<file path="src/rtl/tmhq_pkg.sv">
`default_nettype none

package tmhq_pkg;

	localparam logic [1:0] REQ_INSERT = 2'd0;
	localparam logic [1:0] REQ_REMOVE = 2'd1;
	localparam logic [1:0] REQ_PEEK   = 2'd2;

	localparam logic [1:0] STAT_DONE  = 2'd0;
	localparam logic [1:0] STAT_EMPTY = 2'd1;
	localparam logic [1:0] STAT_FULL  = 2'd2;

	localparam int CAP_W   = 7;
	localparam int COUNT_W = 7;

	typedef struct packed {
		logic ins;
		logic rem;
	} cell_ctrl_t;

endpackage

`default_nettype wire

</file>
<file path="src/rtl/tmhq_cell.sv">
`default_nettype none

// One slot of the sorted chain: largest key at slot 0, valid slots contiguous.
module tmhq_cell import tmhq_pkg::*; #(
	parameter int KEY_WIDTH = 32
) (
	input  wire                  clk,
	input  wire                  arst_n,
	input  wire cell_ctrl_t      ctrl,
	input  wire [KEY_WIDTH-1:0]  key,
	input  wire [KEY_WIDTH-1:0]  prev_key,
	input  wire                  prev_vld,
	input  wire                  prev_ge,
	input  wire [KEY_WIDTH-1:0]  next_key,
	input  wire                  next_vld,
	output logic [KEY_WIDTH-1:0] cell_key,
	output logic                 cell_vld,
	output logic                 cell_ge
);

	logic [KEY_WIDTH-1:0] key_q;
	logic                 vld_q;

	assign cell_key = key_q;
	assign cell_vld = vld_q;
	assign cell_ge  = vld_q && ($signed(key_q) >= $signed(key));

	always_ff @(posedge clk or negedge arst_n) begin
		if (!arst_n) begin
			vld_q <= 1'b0;
		end else if (ctrl.ins && !cell_ge) begin
			vld_q <= prev_ge ? 1'b1 : prev_vld;
		end else if (ctrl.rem) begin
			vld_q <= next_vld;
		end
	end

	always_ff @(posedge clk) begin
		if (ctrl.ins && !cell_ge) begin
			key_q <= prev_ge ? key : prev_key;
		end else if (ctrl.rem) begin
			key_q <= next_key;
		end
	end

endmodule

`default_nettype wire

</file>
<file path="config.mk">
export PLATFORM = sky130hd
export DESIGN_NAME = tmhq_cell
export DESIGN_NICKNAME = d
export VERILOG_FILES = /design/src/rtl/tmhq_pkg.sv /design/src/rtl/tmhq_cell.sv
export SDC_FILE = /design/constraint.sdc
export NUM_CORES = 1
export LEC_CHECK = 0
export BUFFER_PORTS_ARGS = -buffer_cell sky130_fd_sc_hd__buf_2
export CORE_MARGIN = 1
export CORE_UTILIZATION = 47
export CTS_BUF_LIST = sky130_fd_sc_hd__clkbuf_16
export CTS_CLUSTER_SIZE = 25
export DETAILED_ROUTE_END_ITERATION = 8
export GPL_ROUTABILITY_DRIVEN = 1
export PLACE_DENSITY = 0.88
export SYNTH_ARGS = -nofsm -noshare
export SYNTH_HDL_FRONTEND = slang
export SYNTH_SLANG_ARGS = --single-unit
</file>
<file path="constraint.sdc">
create_clock -name clk -period 4.13 [get_ports clk]
set_input_delay 0 -clock clk [delete_from_list [all_inputs] [get_ports clk]]
set_output_delay 0 -clock clk [all_outputs]
set_load 0.005 [all_outputs]
</file>
After elaboration in Yosys (flattened, before gate mapping)
Index checks and enable logic that the tools add are counted.
Storage, ports and cells
  flip-flop bits (word level): 33
  bits in latches: 0
  RAM bits: 0
  memory bits (read-only): 0
  input bits: 103
  memories: 0
Cells by class
  $add $sub $neg: 0
  multipliers: 0
  divide/modulo/power cells: 0
  $lt $le $gt $ge: 1
  eq/ne operators: 0
  shifts and indexed selects: 0
  multiplexer cells: 6
  bitwise operators: 0
  reductions and logical operators: 4
Operators with widths (number)
  2-to-1 mux 32 bit: 3
  greater-or-equal comparator 32 bit: 1
  2-to-1 mux 1 bit: 3
  logical AND 1 bit: 2
  nonzero test 2 bit: 1
  zero test 1 bit: 1

Longest topological paths before layout
  depth after elaboration: 5
  mapped depth: 10
  mapped depth without buffers: 9

Worst setup path before layout
Ideal clock, no wire load.
  kind: register to register
  start point: reg key_q[31], in the netlist cell_key[31]
  end point: reg key_q[0], in the netlist cell_key[0] (enable)
  library setup time: 483 ps
  arrival time: 2765 ps
  required time: 3647 ps
  slack: 882 ps
  stages on the path, launching flop included: 9
  path buffers: 1
  clock period less this slack: 3248 ps
  cell sequence: edfxtp_1 > ha_1 > nand4_4 > nor4_4 > nor3b_2 > a2111oi_2 > a221oi_4 > buf_6 > nand2b_1
Between the ends
  longest elaborated chain between the ends: 5
Ends and longest elaborated chain
  start, declared: RTL line tmhq_cell.sv:21  | logic [KEY_WIDTH-1:0] key_q;
  start signal, assigned: RTL line tmhq_cell.sv:40  | key_q <= prev_ge ? key : prev_key;
  start signal, assigned: RTL line tmhq_cell.sv:42  | key_q <= next_key;
  greater-or-equal comparator 32 bit: RTL line tmhq_cell.sv:26  | assign cell_ge = vld_q && ($signed(key_q) >= $signed(key));
  logical AND 1 bit: RTL line tmhq_cell.sv:26
  zero test 1 bit: RTL line tmhq_cell.sv:39  | if (ctrl.ins && !cell_ge) begin
  logical AND 1 bit: RTL line tmhq_cell.sv:39
  nonzero test 2 bit (no source line)
Every way passes these cells.
A chain may end at the register's enable or synchronous reset.

Final worst setup path
  start point: reg key_q[27], in the netlist cell_key[27]
  end point: reg key_q[18], in the netlist cell_key[18] (enable)
The elaborated chain is that of the path after synthesis.

==> results.sh <==
export IMPL_ys_async_sr_fraction_pct=3.030
export IMPL_drt_met1_wl_mm=2.577
export IMPL_power_density_nw_per_um2=516.0
export IMPL_cp_end_kind="flop"
export IMPL_diodes=0
export IMPL_hold_violations=0
export IMPL_design_core_area_um2=5642
export IMPL_slew_viol_final=0
export IMPL_wl_met3_um=371
export IMPL_ir_worst_vdd_v=0.0003322
export IMPL_holdBufCountCts=2
export IMPL_grt_pass1_vias=2431
export IMPL_ys_ff_latch=33
export IMPL_cts_root_buffer_cell="clkbuf_16"
export IMPL_die_height_um=79.38
export IMPL_rsz0062_at_grt="no"
export IMPL_clk_pin_slew_worst_paths_ns=0.05
export IMPL_grt_pass1_wl_mm=10.64
export IMPL_ys_warn_count=0
export IMPL_regArea_um2=985.9
export IMPL_place_worst_setup_slack_ns=0.8716
export IMPL_rows=27
export IMPL_drive_gt1_share_pct=56.88
export IMPL_synth_edf_count=32
export IMPL_vias=2317
export IMPL_yosysSeqAreaShare_pct=35.04
export IMPL_num_fill_cells=452
export IMPL_synth_cell_types=32
export IMPL_drcViolationCount=0
export IMPL_setup_slack_ns=0.8970
export IMPL_relSlewSlack_pct=44.87
export IMPL_wl_mm=6.633
export IMPL_finalSetupTns_ns=0
export IMPL_syn_avg_cell_area_um2=11.92
export IMPL_hold_depth=2
export IMPL_crit_fanout=32
export IMPL_fin_worst_skew_ns=0.007174
export IMPL_path_class="flop to flop"
export IMPL_period_share_pct=78.28
export IMPL_cts_buffers=5
export IMPL_hpwl_mm=5.272
export IMPL_dr_pass1_iters=4
export IMPL_post_cts_resized=0
export IMPL_cts_tree="done"
export IMPL_drv_cap=0
export IMPL_portBuffers=136
export IMPL_cts_max_level=2
export IMPL_post_drt_wl_per_cell_um=14.74
export IMPL_whs_ns=0.02205
export IMPL_tightest_slew_ns=0.8269
export IMPL_dr_first_iter_drc_count=59
export IMPL_globalRouteOverflowTotal=0
export IMPL_outcome="finished, final reports clean"
export IMPL_fin_nets=512
export IMPL_ant_nets=0
export IMPL_syn_inst=236
export IMPL_layout_commonest_cell="buf_2"
export IMPL_track_usage_pct=22.06
export IMPL_fmaxAchievable_mhz=309.3
export IMPL_final_cell_mix="buf_2 (136), inv_1 (36), mux2_2 (36), ha_1 (32), edfxtp_1 (32)"
export IMPL_synth_nets=371
export IMPL_clock_latency_ns=0.27
export IMPL_synthesis_area_um2=2814
export IMPL_start_util_pct=49.88
export IMPL_area_delta_synth_final_pct=32.15
export IMPL_start_kind="flop"
export IMPL_worst_r2r_cell_count=8
export IMPL_max_clock_path_buffers=2
export IMPL_io_pins=137
export IMPL_min_period_ns=3.233
export IMPL_antenna_found_initial=0
export IMPL_power_leakage_nw=1.913
export IMPL_cp_required_ns=3.97
export IMPL_vias_per_cell=5.149
export IMPL_grt_max_degree=34
export IMPL_die_area_um2=6300
export IMPL_die_width_um=79.38
export IMPL_clock_sinks=33
export IMPL_route_met2_wl_mm=3.597
export IMPL_hold_path_class="primary input to flop"
export IMPL_worstPathArrival_ns=3.07
export IMPL_multi_input_area_um2=1647
export IMPL_postCtsSetupBuffers=0
export IMPL_synth_flop_cell="edfxtp_1"
export IMPL_topRoutingLayerUsed="met4"
export IMPL_place_congestion=0.7398
export IMPL_finalSetupViolCount=0
-- cells by family after synthesis --
logic type               Yosys count  share of synthesized area [%]
multiplexers                      66                          30.06
AND/OR/NAND/NOR                   33                          7.337
adder cells (fa/ha/maj)           32                          14.23
flip-flops                        33                          35.04
AO/OA/AOI/OAI                     28                          6.492
buffers and inverters             43                          6.536
XOR/XNOR                           1                         0.3113
-- synthesized netlist by cell type (2+ instances only) --
master / count / area share (%)
a21oi_1: 17 / 3.0
buf_6: 3 / 1.2
clkbuf_1: 4 / 0.53
edfxtp_1: 32 / 34
ha_1: 32 / 14
inv_1: 36 / 4.8
mux2_2: 36 / 14
mux2_4: 28 / 15
mux2i_1: 2 / 0.71
nand2_1: 10 / 1.3
nand3_1: 5 / 0.89
nand4_1: 6 / 1.3
nor2_1: 2 / 0.27
nor3_1: 2 / 0.36
o21ai_0: 4 / 0.71
-- path summary, 6_finish.rpt --
kind | startpoint | to | slack [ns]
max | cell_key[27] | cell_key[18] | 0.90
min | next_key[9] | cell_key[9] | 0.02
max reg2reg | cell_key[27] | cell_key[18] | 0.90
min reg2reg | cell_vld | cell_vld | 0.62
max in group asynchronous | arst_n | cell_vld | 3.99
min in group asynchronous | arst_n | cell_vld | 0.05
-- where the power goes --
| part | internal (mW) | switching, mW | leakage [nW] |
|---|---|---|---|
| clock network | 0.218 | 0.131 | 0.0687 |
| registers | 0.550 | 0.0666 | 0.334 |
| logic | 0.494 | 0.459 | 1.51 |
| total | 1.26 | 0.657 | 1.91 |
-- critical path, stage by stage (launching register included) --
cell	delay (ns)
edfxtp_1	0.39
ha_1	0.34
nand4_1	0.25
nor4_4	0.44
nor3b_2	0.29
a2111oi_2	0.10
a221oi_4	0.22
buf_4	0.27
nand2b_2	0.50
-- sequential cells by signal, indices dropped and copies added (netlist names) --
register	flops
cell_key	32
cell_vld	1
-- layer usage --
layer / vias up / track usage [%]
li1: 1150 / -
met5: - / 0
met2: 82 / 42.84
met4: 0 / 6.000
met1: 1075 / 23.99
met3: 10 / 4.343
-- layout make-up --
cell class | count | share of cell area [%]
Multi-Input combinational cell | 160 | 44.28
Sequential cell | 33 | 26.51
Timing Repair Buffer | 141 | 19.45
Inverter | 36 | 3.634
Clock buffer | 5 | 3.365
Tap cell | 72 | 2.423
Clock inverter | 3 | 0.3365
-- metrics by stage --
| step | power, mW | area (µm²) | instances | util (%) |
|---|---|---|---|---|
| 2_1_floorplan | 1.269 | 2814 | 236 | - |
| 3_3_place_gp | 1.537 | 3561 | 440 | 63.12 |
| 3_5_place_dp | 1.584 | 3561 | 440 | 63.12 |
| 4_1_cts | 1.935 | 3719 | 450 | 65.91 |
| 5_1_grt | 2.058 | 3719 | 450 | 65.91 |
| 6_report | 1.919 | 3719 | 450 | 65.91 |
No activity file was read; power rests on OpenSTA's default activity.
